### src/sv/sdde_pkg.sv
`timescale 1ns / 1ps

package sdde_pkg;

    localparam int BUS_COUNT_DEFAULT     = 2;
    localparam int ADDRESS_LIMIT_DEFAULT = 3;
    localparam int QUEUE_DEPTH           = 4;

    localparam logic [15:0] TIMEOUT_RESET = 16'd5000;
    localparam logic [15:0] IDLE_MAX      = 16'hFFFF;
    localparam logic [7:0]  SYNC_BYTE     = 8'h05;
    localparam logic [7:0]  WRITE_FLAG    = 8'h80;
    localparam logic [7:0]  CRC_POLY      = 8'h07;

    // response byte positions
    localparam logic [2:0] RESP_SYNC_POS   = 3'd0;
    localparam logic [2:0] RESP_VALUE_POS  = 3'd3;
    localparam logic [2:0] RESP_CRC_POS    = 3'd7;

    // datagram beat positions
    localparam logic [2:0] BEAT_SYNC       = 3'd0;
    localparam logic [2:0] BEAT_ADDR       = 3'd1;
    localparam logic [2:0] BEAT_REG        = 3'd2;
    localparam logic [2:0] BEAT_DATA3      = 3'd3;
    localparam logic [2:0] BEAT_DATA2      = 3'd4;
    localparam logic [2:0] BEAT_DATA1      = 3'd5;
    localparam logic [2:0] BEAT_DATA0      = 3'd6;
    localparam logic [2:0] WRITE_LAST_BEAT = 3'd7;
    localparam logic [2:0] READ_LAST_BEAT  = 3'd3;

    localparam logic KIND_TX     = 1'b0;
    localparam logic KIND_STATUS = 1'b1;

    typedef enum logic [1:0] {
        OP_WRITE   = 2'd0,
        OP_READ    = 2'd1,
        OP_RX_BYTE = 2'd2,
        OP_TICK    = 2'd3
    } opcode_t;

    typedef enum logic [2:0] {
        ST_OK       = 3'd0,
        ST_BAD_ARG  = 3'd1,
        ST_BAD_SYNC = 3'd2,
        ST_BAD_CRC  = 3'd3,
        ST_TIMEOUT  = 3'd4
    } status_t;

    typedef enum logic [1:0] {
        JOB_WRITE,
        JOB_READ,
        JOB_STATUS
    } job_kind_t;

    typedef struct packed {
        logic [1:0]  opcode;
        logic [1:0]  bus_select;
        logic [7:0]  slave_address;
        logic [6:0]  register_index;
        logic [31:0] write_data;
        logic [7:0]  rx_byte;
    } cmd_t;

    typedef struct packed {
        logic        kind;
        logic [1:0]  tx_bus;
        logic [7:0]  tx_byte;
        logic        last;
        logic [31:0] read_value;
        logic [2:0]  status;
    } rsp_t;

    typedef struct packed {
        job_kind_t   jkind;
        logic [1:0]  bus;
        logic [7:0]  addr;
        logic [6:0]  reg_index;
        logic [31:0] data;
        status_t     status;
    } job_t;

    function automatic logic [7:0] crc_add(input logic [7:0] crc, input logic [7:0] b);
        logic [7:0] c;
        c = crc;
        for (int i = 0; i < 8; i++)
        begin
            if (c[7] ^ b[i])
                c = {c[6:0], 1'b0} ^ CRC_POLY;
            else
                c = {c[6:0], 1'b0};
        end
        return c;
    endfunction

endpackage

### src/sv/sdde_queue.sv
`timescale 1ns / 1ps

module sdde_queue import sdde_pkg::*;
(
    input  logic clk,
    input  logic rst_n,
    input  logic push,
    input  job_t push_job,
    output logic full,
    input  logic pop,
    output logic empty,
    output job_t head
);

    localparam int PTR_W = (QUEUE_DEPTH > 1) ? $clog2(QUEUE_DEPTH) : 1;
    localparam int CNT_W = $clog2(QUEUE_DEPTH + 1);

    job_t             entry_reg [QUEUE_DEPTH];
    logic [PTR_W-1:0] wr_ptr_reg, wr_ptr_next;
    logic [PTR_W-1:0] rd_ptr_reg, rd_ptr_next;
    logic [CNT_W-1:0] count_reg, count_next;

    assign full  = (count_reg == CNT_W'(QUEUE_DEPTH));
    assign empty = (count_reg == '0);
    assign head  = entry_reg[rd_ptr_reg];

    always_comb
    begin
        wr_ptr_next = wr_ptr_reg;
        rd_ptr_next = rd_ptr_reg;
        count_next  = count_reg;
        if (push)
            wr_ptr_next = (wr_ptr_reg == PTR_W'(QUEUE_DEPTH - 1)) ? '0 : wr_ptr_reg + PTR_W'(1);
        if (pop)
            rd_ptr_next = (rd_ptr_reg == PTR_W'(QUEUE_DEPTH - 1)) ? '0 : rd_ptr_reg + PTR_W'(1);
        if (push && !pop)
            count_next = count_reg + CNT_W'(1);
        else if (pop && !push)
            count_next = count_reg - CNT_W'(1);
    end

    always_ff @(posedge clk or negedge rst_n)
    begin
        if (!rst_n)
        begin
            wr_ptr_reg <= '0;
            rd_ptr_reg <= '0;
            count_reg  <= '0;
        end
        else
        begin
            wr_ptr_reg <= wr_ptr_next;
            rd_ptr_reg <= rd_ptr_next;
            count_reg  <= count_next;
        end
    end

    always_ff @(posedge clk)
    begin
        if (push)
            entry_reg[wr_ptr_reg] <= push_job;
    end

endmodule

### src/sv/sdde_front.sv
`timescale 1ns / 1ps

module sdde_front import sdde_pkg::*;
#(
    parameter int BUS_COUNT     = BUS_COUNT_DEFAULT,
    parameter int ADDRESS_LIMIT = ADDRESS_LIMIT_DEFAULT
)
(
    input  logic        clk,
    input  logic        rst_n,
    input  logic        cmd_valid,
    output logic        cmd_stall,
    input  cmd_t        cmd,
    input  logic        cfg_valid,
    input  logic [15:0] cfg_data,
    output logic        push,
    output job_t        push_job,
    input  logic        queue_full
);

    logic        accept;
    logic        clear;
    logic        bad_arg;
    logic [15:0] idle_inc;

    logic [15:0] timeout_reg;
    logic        pending_reg, pending_next;
    logic [2:0]  count_reg, count_next;
    logic [7:0]  crc_reg, crc_next;
    logic        sync_reg, sync_next;
    logic [31:0] value_reg, value_next;
    logic [15:0] idle_reg, idle_next;

    assign cmd_stall = queue_full;
    assign accept    = cmd_valid && !queue_full;
    assign bad_arg   = ({1'b0, cmd.bus_select} >= 3'(BUS_COUNT))
                    || ({1'b0, cmd.slave_address} > 9'(ADDRESS_LIMIT));
    assign idle_inc  = (idle_reg < IDLE_MAX) ? idle_reg + 16'd1 : idle_reg;

    always_comb
    begin
        pending_next = pending_reg;
        count_next   = count_reg;
        crc_next     = crc_reg;
        sync_next    = sync_reg;
        value_next   = value_reg;
        idle_next    = idle_reg;
        clear        = 1'b0;
        push         = 1'b0;

        push_job.jkind     = JOB_STATUS;
        push_job.bus       = cmd.bus_select;
        push_job.addr      = cmd.slave_address;
        push_job.reg_index = cmd.register_index;
        push_job.data      = cmd.write_data;
        push_job.status    = ST_OK;

        if (accept)
        begin
            case (cmd.opcode)
                OP_WRITE, OP_READ:
                begin
                    // a new command abandons any pending read
                    clear = 1'b1;
                    push  = 1'b1;
                    if (bad_arg)
                    begin
                        push_job.jkind  = JOB_STATUS;
                        push_job.status = ST_BAD_ARG;
                        push_job.data   = '0;
                    end
                    else if (cmd.opcode == OP_WRITE)
                        push_job.jkind = JOB_WRITE;
                    else
                        push_job.jkind = JOB_READ;
                end
                OP_TICK:
                begin
                    if (pending_reg)
                    begin
                        if (idle_inc >= timeout_reg)
                        begin
                            clear           = 1'b1;
                            push            = 1'b1;
                            push_job.status = ST_TIMEOUT;
                            push_job.data   = '0;
                        end
                        else
                            idle_next = idle_inc;
                    end
                end
                OP_RX_BYTE:
                begin
                    if (pending_reg)
                    begin
                        idle_next = '0;
                        if (count_reg != RESP_CRC_POS)
                        begin
                            if (count_reg == RESP_SYNC_POS)
                                sync_next = (cmd.rx_byte == SYNC_BYTE);
                            if (count_reg >= RESP_VALUE_POS)
                                value_next = {value_reg[23:0], cmd.rx_byte};
                            crc_next   = crc_add(crc_reg, cmd.rx_byte);
                            count_next = count_reg + 3'd1;
                        end
                        else
                        begin
                            clear = 1'b1;
                            push  = 1'b1;
                            if (!sync_reg)
                            begin
                                push_job.status = ST_BAD_SYNC;
                                push_job.data   = '0;
                            end
                            else if (crc_reg != cmd.rx_byte)
                            begin
                                push_job.status = ST_BAD_CRC;
                                push_job.data   = '0;
                            end
                            else
                            begin
                                push_job.status = ST_OK;
                                push_job.data   = value_reg;
                            end
                        end
                    end
                end
                default:
                begin
                end
            endcase
        end

        if (clear)
        begin
            pending_next = 1'b0;
            count_next   = '0;
            crc_next     = '0;
            sync_next    = 1'b0;
            value_next   = '0;
            idle_next    = '0;
        end
        // a good read request leaves a read pending
        if (push && push_job.jkind == JOB_READ)
            pending_next = 1'b1;
    end

    always_ff @(posedge clk or negedge rst_n)
    begin
        if (!rst_n)
        begin
            timeout_reg <= TIMEOUT_RESET;
            pending_reg <= 1'b0;
            count_reg   <= '0;
            crc_reg     <= '0;
            sync_reg    <= 1'b0;
            value_reg   <= '0;
            idle_reg    <= '0;
        end
        else
        begin
            if (cfg_valid)
                timeout_reg <= cfg_data;
            pending_reg <= pending_next;
            count_reg   <= count_next;
            crc_reg     <= crc_next;
            sync_reg    <= sync_next;
            value_reg   <= value_next;
            idle_reg    <= idle_next;
        end
    end

endmodule

### src/sv/sdde_back.sv
`timescale 1ns / 1ps

module sdde_back import sdde_pkg::*;
(
    input  logic clk,
    input  logic rst_n,
    input  logic queue_empty,
    input  job_t head,
    output logic pop,
    output logic rsp_valid,
    input  logic rsp_stall,
    output rsp_t rsp
);

    logic       busy_reg, busy_next;
    job_t       job_reg, job_next;
    logic [2:0] beat_reg, beat_next;
    logic [7:0] crc_reg, crc_next;
    logic       rsp_valid_reg, rsp_valid_next;
    rsp_t       rsp_reg, rsp_next;

    job_t       cur_job;
    logic [2:0] beat;
    logic [7:0] crc_cur;
    logic       out_free;
    logic       emit;
    rsp_t       beat_rsp;

    assign cur_job  = busy_reg ? job_reg : head;
    assign beat     = busy_reg ? beat_reg : BEAT_SYNC;
    assign crc_cur  = busy_reg ? crc_reg : 8'd0;
    assign out_free = !rsp_valid_reg || !rsp_stall;
    assign emit     = out_free && (busy_reg || !queue_empty);
    assign pop      = emit && !busy_reg;

    assign rsp_valid = rsp_valid_reg;
    assign rsp       = rsp_reg;

    // form the beat for the current position of the current job
    always_comb
    begin
        beat_rsp.kind       = KIND_TX;
        beat_rsp.tx_bus     = cur_job.bus;
        beat_rsp.tx_byte    = '0;
        beat_rsp.last       = 1'b0;
        beat_rsp.read_value = '0;
        beat_rsp.status     = ST_OK;
        case (cur_job.jkind)
            JOB_WRITE:
            begin
                case (beat)
                    BEAT_SYNC:  beat_rsp.tx_byte = SYNC_BYTE;
                    BEAT_ADDR:  beat_rsp.tx_byte = cur_job.addr;
                    BEAT_REG:   beat_rsp.tx_byte = WRITE_FLAG | {1'b0, cur_job.reg_index};
                    BEAT_DATA3: beat_rsp.tx_byte = cur_job.data[31:24];
                    BEAT_DATA2: beat_rsp.tx_byte = cur_job.data[23:16];
                    BEAT_DATA1: beat_rsp.tx_byte = cur_job.data[15:8];
                    BEAT_DATA0: beat_rsp.tx_byte = cur_job.data[7:0];
                    default:    beat_rsp.tx_byte = crc_cur;
                endcase
                beat_rsp.last = (beat == WRITE_LAST_BEAT);
            end
            JOB_READ:
            begin
                case (beat)
                    BEAT_SYNC: beat_rsp.tx_byte = SYNC_BYTE;
                    BEAT_ADDR: beat_rsp.tx_byte = cur_job.addr;
                    BEAT_REG:  beat_rsp.tx_byte = {1'b0, cur_job.reg_index};
                    default:   beat_rsp.tx_byte = crc_cur;
                endcase
                beat_rsp.last = (beat == READ_LAST_BEAT);
            end
            default:
            begin
                beat_rsp.kind       = KIND_STATUS;
                beat_rsp.tx_bus     = '0;
                beat_rsp.last       = 1'b1;
                beat_rsp.read_value = cur_job.data;
                beat_rsp.status     = cur_job.status;
            end
        endcase
    end

    always_comb
    begin
        busy_next      = busy_reg;
        job_next       = job_reg;
        beat_next      = beat_reg;
        crc_next       = crc_reg;
        rsp_valid_next = rsp_valid_reg;
        rsp_next       = rsp_reg;
        if (emit)
        begin
            rsp_valid_next = 1'b1;
            rsp_next       = beat_rsp;
            if (beat_rsp.last)
                busy_next = 1'b0;
            else
            begin
                busy_next = 1'b1;
                job_next  = cur_job;
                beat_next = beat + 3'd1;
                crc_next  = crc_add(crc_cur, beat_rsp.tx_byte);
            end
        end
        else if (rsp_valid_reg && !rsp_stall)
            rsp_valid_next = 1'b0;
    end

    always_ff @(posedge clk or negedge rst_n)
    begin
        if (!rst_n)
        begin
            busy_reg      <= 1'b0;
            beat_reg      <= '0;
            rsp_valid_reg <= 1'b0;
        end
        else
        begin
            busy_reg      <= busy_next;
            beat_reg      <= beat_next;
            rsp_valid_reg <= rsp_valid_next;
        end
    end

    always_ff @(posedge clk)
    begin
        job_reg <= job_next;
        crc_reg <= crc_next;
        rsp_reg <= rsp_next;
    end

endmodule

### src/sv/stepper_driver_uart_datagram_engine.sv
`timescale 1ns / 1ps

// Register datagram engine for a single-wire driver bus. The front classifies each
// accepted command, tracks a pending read (response bytes, CRC, tick timeout) and
// queues a job into a four-entry queue. The back turns each job into result beats
// at one beat per cycle unless rsp_stall holds it: a write gives 8 beats, a read
// request 4 and a status 1, and a single output beat register holds each beat.
// The input stalls only while the queue is full. The byte timeout in ticks is
// written through the cfg channel, which is always ready.

module stepper_driver_uart_datagram_engine import sdde_pkg::*;
#(
    parameter int BUS_COUNT     = BUS_COUNT_DEFAULT,
    parameter int ADDRESS_LIMIT = ADDRESS_LIMIT_DEFAULT
)
(
    input  logic        clk,
    input  logic        rst_n,
    input  logic        cmd_valid,
    output logic        cmd_stall,
    input  cmd_t        cmd,
    output logic        rsp_valid,
    input  logic        rsp_stall,
    output rsp_t        rsp,
    input  logic        cfg_valid,
    output logic        cfg_ready,
    input  logic [15:0] cfg_data
);

    logic push;
    job_t push_job;
    logic queue_full;
    logic queue_empty;
    logic pop;
    job_t head;

    assign cfg_ready = 1'b1;

    sdde_front #(
        .BUS_COUNT     (BUS_COUNT),
        .ADDRESS_LIMIT (ADDRESS_LIMIT)
    ) u_front (
        .clk        (clk),
        .rst_n      (rst_n),
        .cmd_valid  (cmd_valid),
        .cmd_stall  (cmd_stall),
        .cmd        (cmd),
        .cfg_valid  (cfg_valid && cfg_ready),
        .cfg_data   (cfg_data),
        .push       (push),
        .push_job   (push_job),
        .queue_full (queue_full)
    );

    sdde_queue u_queue (
        .clk      (clk),
        .rst_n    (rst_n),
        .push     (push),
        .push_job (push_job),
        .full     (queue_full),
        .pop      (pop),
        .empty    (queue_empty),
        .head     (head)
    );

    sdde_back u_back (
        .clk         (clk),
        .rst_n       (rst_n),
        .queue_empty (queue_empty),
        .head        (head),
        .pop         (pop),
        .rsp_valid   (rsp_valid),
        .rsp_stall   (rsp_stall),
        .rsp         (rsp)
    );

endmodule

### config.mk
export PLATFORM = sky130hd
export DESIGN_NAME = stepper_driver_uart_datagram_engine
export DESIGN_NICKNAME = d
export VERILOG_FILES = /design/src/sv/sdde_pkg.sv /design/src/sv/sdde_queue.sv /design/src/sv/sdde_front.sv /design/src/sv/sdde_back.sv /design/src/sv/stepper_driver_uart_datagram_engine.sv
export SDC_FILE = /design/constraint.sdc
export NUM_CORES = 1
export LEC_CHECK = 0
export BUFFER_PORTS_ARGS = -buffer_cell sky130_fd_sc_hd__buf_2
export CELL_PAD_IN_SITES_DETAIL_PLACEMENT = 1
export CELL_PAD_IN_SITES_GLOBAL_PLACEMENT = 2
export CORE_MARGIN = 3
export CORE_UTILIZATION = 38
export DETAILED_ROUTE_END_ITERATION = 6
export GPL_TIMING_DRIVEN = 0
export PLACE_DENSITY_LB_ADDON = 0.12
export SETUP_SLACK_MARGIN = 0.2
export SLEW_MARGIN = 20
export SYNTH_ARGS = -nofsm -noshare
export SYNTH_HDL_FRONTEND = slang
export SYNTH_SLANG_ARGS = --single-unit
### constraint.sdc
create_clock -name clk -period 5.35 [get_ports clk]
set_input_delay 0.2675 -clock clk [delete_from_list [all_inputs] [get_ports clk]]
set_output_delay 0.2675 -clock clk [all_outputs]
set_load 0.01 [all_outputs]
After elaboration in Yosys (flattened, before gate mapping)
Memory sizes are Yosys's and may differ from the RTL's.
Index checks and enable logic that the tools add are counted.
W data, S select, Z words.

storage, ports and cells
  bits in registers = 198
  RAM bits = 216
  logic and storage cells = 258
  memories kept = 1

cells by class
  add/subtract/negate cells = 7
  $lt $le $gt $ge = 5
  eq/ne operators = 21
  multiplexer cells = 125
  bitwise operators = 33
  reductions and logical operators = 39

memories
  memory             depth  bits a word  read ports  clocked after Yosys merged registers in  write ports  RTL line          text
  u_queue.entry_reg  4      54           1           0                                        1            sdde_queue.sv:18  job_t entry_reg [QUEUE_DEPTH];

operators with widths
  operator                 number
  $mux W8                  48
  $mux W35                 8
  $mux W32                 6
  $pmux W35 S3             1
  $mux W16                 6
  $mux W3                  25
  $pmux W8 S7              1
  $mux W54                 1
  $not A3 Y3               16
  $pmux W16 S2             1
  $pmux W8 S3              1
  $mux W1                  19
  $reduce_bool A2 Y1       9
  $add A16 B1 Y16 const B  1
  $ge A16 B16 Y1           1
  $lt A16 B16 Y1 const B   1
  $pmux W8 S2              1
  $xor A1 B1 Y1            16
  $eq A3 B3 Y1 const B     5
  $reduce_and A5 Y1        3
  $mux W2                  5
  $add A3 B1 Y3 const B    3
  $logic_not A3 Y1         3
  $eq A2 B2 Y1 const B     4
  24 further kinds         45

Longest topological paths before layout
  depth in word-level cells = 49
  gate-level depth with buffers = 22

Modules after synthesis
Synthesis repeated with hierarchy kept, for this count alone.

unflattened totals
  cells, all modules = 1294
  area total of the unflattened synthesis = 18739.2 um^2

modules (own cells, without submodules)
  module                               times used  cells each  area an instance (um^2)
  sdde_queue                           1           319         8207.9
  sdde_back                            1           415         5637.9
  sdde_front                           1           558         4882.2
  stepper_driver_uart_datagram_engine  1           2           11.3

Worst setup path after synthesis
OpenSTA, ideal clock, no wires.

  kind = flip-flop to flip-flop
  start point = register u_back.busy_reg
  end point = register u_back.crc_reg[0], enable pin
  setup time = 0.491 ns
  arrival time = 5.022 ns
  data required time = 4.859 ns
  setup slack = -0.163 ns
  cell stages (with the launch flop) = 14
  path buffers = 6
  clock period less this slack = 5.513 ns
  path through = dfrtp_1 buf_2 clkbuf_1 buf_1 clkbuf_1 clkbuf_1 nand2_1 inv_1 ha_1 ha_1 clkbuf_1 nand2_1 o211ai_1 nor2_1

RTL lines
  element                   RTL line          text
  start: declaration        sdde_back.sv:15   logic busy_reg, busy_next;
  start signal: assignment  sdde_back.sv:120  busy_reg <= busy_next;
  end signal: assignment    sdde_back.sv:129  crc_reg <= crc_next;
  end: declaration          sdde_back.sv:18   logic [7:0] crc_reg, crc_next;

Worst setup path after layout
  start point = register u_front.idle_reg[6]
  end point = register u_queue.count_reg[1]

on the way
  elaborated cells between the ends (all ways) = 13
  those cells by class = add/sub: 1; order compare: 2; mux: 6; reduce/logical: 4

RTL lines
  element                                            RTL line                                   text
  start: declaration                                 sdde_front.sv:32                           logic [15:0] idle_reg, idle_next;
  start signal: assignment                           sdde_front.sv:169                          idle_reg <= idle_next;
  $add A16 B1 Y16 or $lt A16 B16 Y1 (tied branches)  sdde_front.sv:38                           assign idle_inc = (idle_reg < IDLE_MAX) ? idle_reg + 16'd1 : idle_reg;
  $mux W16 (*)                                       sdde_front.sv:38
  $ge A16 B16 Y1 (*)                                 sdde_front.sv:81                           if (idle_inc >= timeout_reg)
  $mux W1 (*)                                        sdde_front.sv:81
  $mux W1 (*)                                        sdde_front.sv:79                           if (pending_reg)
  $pmux W1 S3 (*)                                    sdde_front.sv:60                           case (cmd.opcode)
  $mux W1 (*)                                        sdde_front.sv:58                           if (accept)
  via push                                           stepper_driver_uart_datagram_engine.sv:30  logic push;
  $logic_and A1 B1 Y1 (*)                            sdde_queue.sv:36                           if (push && !pop)
  $mux W3 (*)                                        sdde_queue.sv:36
  via u_queue.count_next[1]                          sdde_queue.sv:21                           logic [CNT_W-1:0] count_reg, count_next;
  end signal: assignment                             sdde_queue.sv:54                           count_reg <= count_next;
  end: declaration                                   sdde_queue.sv:21

The timed path passes the listed nets; every way through them passes the cells marked *.
A chain may end at the register's enable or synchronous reset.

==> run summary <==
Status - finished, final reports clean
DR pass1 iterations - 4
N_diodes - 0
Data arrival time of the critical path - 5.30 ns
First-pass GRT wire length - 77800 um
Clk slew on worst S/H paths - 0.06 ns
Hold_ws - 0.0259 ns
Die Y - 227 um
Clk_skew - 0.0182 ns
Crit Path Category - flip-flop to flip-flop
I/O pins - 130
Post-synthesis cell area - 18600 um2
R2R cell count - 19
Leakage - 8.50 nW
Finish-stage setup viols - 0
Routed vias - 12200
Power density over cell area - 562 nW/um2
Clock Path Buffers - 3
Global placement routability congestion - 0.792
Tcrit/Tclk final - 90.7%
Reg-to-reg slack, setup - 0.50 ns
Max stage delay cell, worst path - or4_1
Synth Net Count - 1553
Synth cell types - 74
IO Port Bufs - 126
Tot Pwr - 12.5 mW
Initial Util - 38.8%
Worst setup EP type - flip-flop
Crit. path cell count - 19
Setup ws final - 0.497 ns
Die Wd - 227 um
DR vias/cell - 5.26
Inserted Clock Buffers - 47
Fin crit period - 4.85 ns
Clock Root Buffer - clkbuf_16
Filler cell count - 5007
Hold Fails Final Rpt - 0
Hold Path Depth - 1
RR Startpoint - u_front.idle_reg[6]
Max FFs per register - 216
Pre-CTS WS - -0.854 ns
Worst Hold Class - input port to flip-flop
Largest net degree at the start of global routing - 53
Final WL - 50500 um
Yosys Warn Count - 0
P&R area growth vs syn - 19.1%
Maximum vdd drop - 0.213 mV
H-tree Lvls - 2
Most frequent cells in the layout - edfxtp_1, nand2_1, buf_2
Routed len/inst - 21.9 um
Dpl hpwl - 35800 um
Final Max Tran Viols - 0
Maxcap violations - 0
Share of post-route cells with drive strength above 1 - 19.3%
DP Cell Count - 2188
Number of synthesized flops with an enable pin - 325
Antenna Violating Nets Remaining - 0
CTS tree - built
Number of buffer and inverter stages on the critical path - 3
Final cell count without fillers - 2311
Crit path cell chain - clkbuf_2, and4_1, nand3_1, or4_1, clkbuf_2, nor2b_1, and3_1, xor2_2, ha_1, a21oi_1, nor2b_1, o21ai_0, a21oi_1, a211oi_4, a31oi_4, ha_1, inv_1, fa_1, mux2_2
Mean post-synth cell area - 12.9 um2
Max_slew headroom - 33.6%
Post-synthesis sequential area ratio - 64.4%
Worst Hold Launch - cmd[56]
Synth Flop Type - edfxtp_1
FF-to-FF End - u_queue.count_reg[1]
Worst setup SP type - flip-flop
Nets - 1775
Vias in the first global route - 12700
DRC - 0
Worst slew pin tran - 0.988 ns
Asr flop ratio synth - 21.5%
Worst Path Required - 5.79 ns
Gr usage total - 19.9%
RSZ-0062 raised after global routing - no
Die ar. - 51700 um2
Delay-heaviest family, CP - simple AND/OR/NAND/NOR gates
Slowest cell delay on critical path - 0.53 ns
Hold path endpoint - u_queue.entry_reg[1][51]
Critical Path Fanout Max - 8
Initial antenna violation count - 0
Core area - 48000 um2
Clock tree sinks - 414
Max Fclk - 206 MHz
Row count - 80
Post-synthesis cell count - 1439
Seq cells post-synth - 414
Later-pin clock latency in the skew report - 0.57 ns
Most common cell after layout, fill and taps aside - edfxtp_1
Initial drt markers - 822
Total congestion overflow - 0
-- cells in the mapped netlist (all sizes together), types with 12 or more instances --
master	count	area [um2]
nor2b	12	75.1
a22oi	35	263
mux4	48	1080
xor2	33	304
o21ai	112	572
and3	12	75.1
a21oi	54	274
mux2i	14	140
edfxtp	325	9760
nand2	281	1060
clkbuf	56	210
mux2	20	225
nand3	13	65.1
inv	74	278
and2	15	93.8
ha	33	413
xnor2	34	313
nor3	13	65.1
dfrtp	84	2100
nor2	36	138
buf	20	104
-- power by group --
part	leakage [nW]	switching [mW]	internal (mW)
registers	4.15	0.383	4.54
clock network	0.717	1.31	1.84
logic	3.64	2.70	1.70
-- worst max-delay path by stage --
| stage | from | to | slack, ns |
|---|---|---|---|
| 2_1_floorplan | u_front.idle_reg[6] | u_queue.entry_reg[1][0] | 0.35 |
| 3_3_place_gp | u_front.idle_reg[6] | u_queue.entry_reg[1][16] | -1.45 |
| 3_5_place_dp | u_back.busy_reg | u_back.crc_reg[4] | -0.85 |
| 4_1_cts | u_front.idle_reg[6] | u_queue.entry_reg[1][28] | 0.22 |
| 5_1_grt | u_front.idle_reg[6] | u_queue.count_reg[1] | 0.22 |
| 6_report | u_front.idle_reg[6] | u_queue.count_reg[1] | 0.50 |
-- per-layer routing --
metal	part of all wire, %	routed length [um]	up-vias	GRT usage, %
li1	-	-	5713	-
met1	47	23600	6199	28.0
met2	48	24300	186	32.8
met3	3.1	1570	56	2.62
met4	1.9	983	0	5.36
met5	0	0	-	0
-- metrics by stage --
step / instance area [um2] / util, % / setup TNS, ns
after floorplan: 18600 / - / 0
after global placement: 20000 / 41.7 / -417.32
after detailed placement: 20200 / 42.1 / -28.90
after CTS: 22100 / 46.1 / 0
after global routing: 22200 / 46.2 / 0
final: 22200 / 46.2 / 0
-- logic make-up (layout without fill, tap and decap cells) --
kind of cell               Yosys count  in the layout  synth area share, %
AOI/OAI and AO/OA                  273            273                 9.28
xor gates and xnor gates            67             67                 3.31
adders and majority gates           34             34                 2.32
buffers and inverters              151            408                 3.20
DFF                                414            414                 64.4
muxes                               82             82                 7.76
other                                1              1               0.0201
and+or+nand+nor                    417            417                 9.73
-- repair_timing --
action	CTS	global route
endpoints found under the hold margin	119	0
pin swaps	1	2
endpoints found under the setup margin	416	228
buffers inserted	0	3
gates resized for setup	11	36
hold buffers	36	0
-- layout make-up --
type	instances	area [um2]	area share, %
Clock inverter	26	248	1.12
Buffer	76	330	1.49
Tap cell	615	769	3.47
Multi-Input combinational cell	874	6130	27.6
Clock buffer	58	1240	5.58
Sequential cell	414	12000	54.0
Timing Repair Buffer	173	1200	5.42
Inverter	75	282	1.27
No activity file was read; power rests on OpenSTA's default activity.
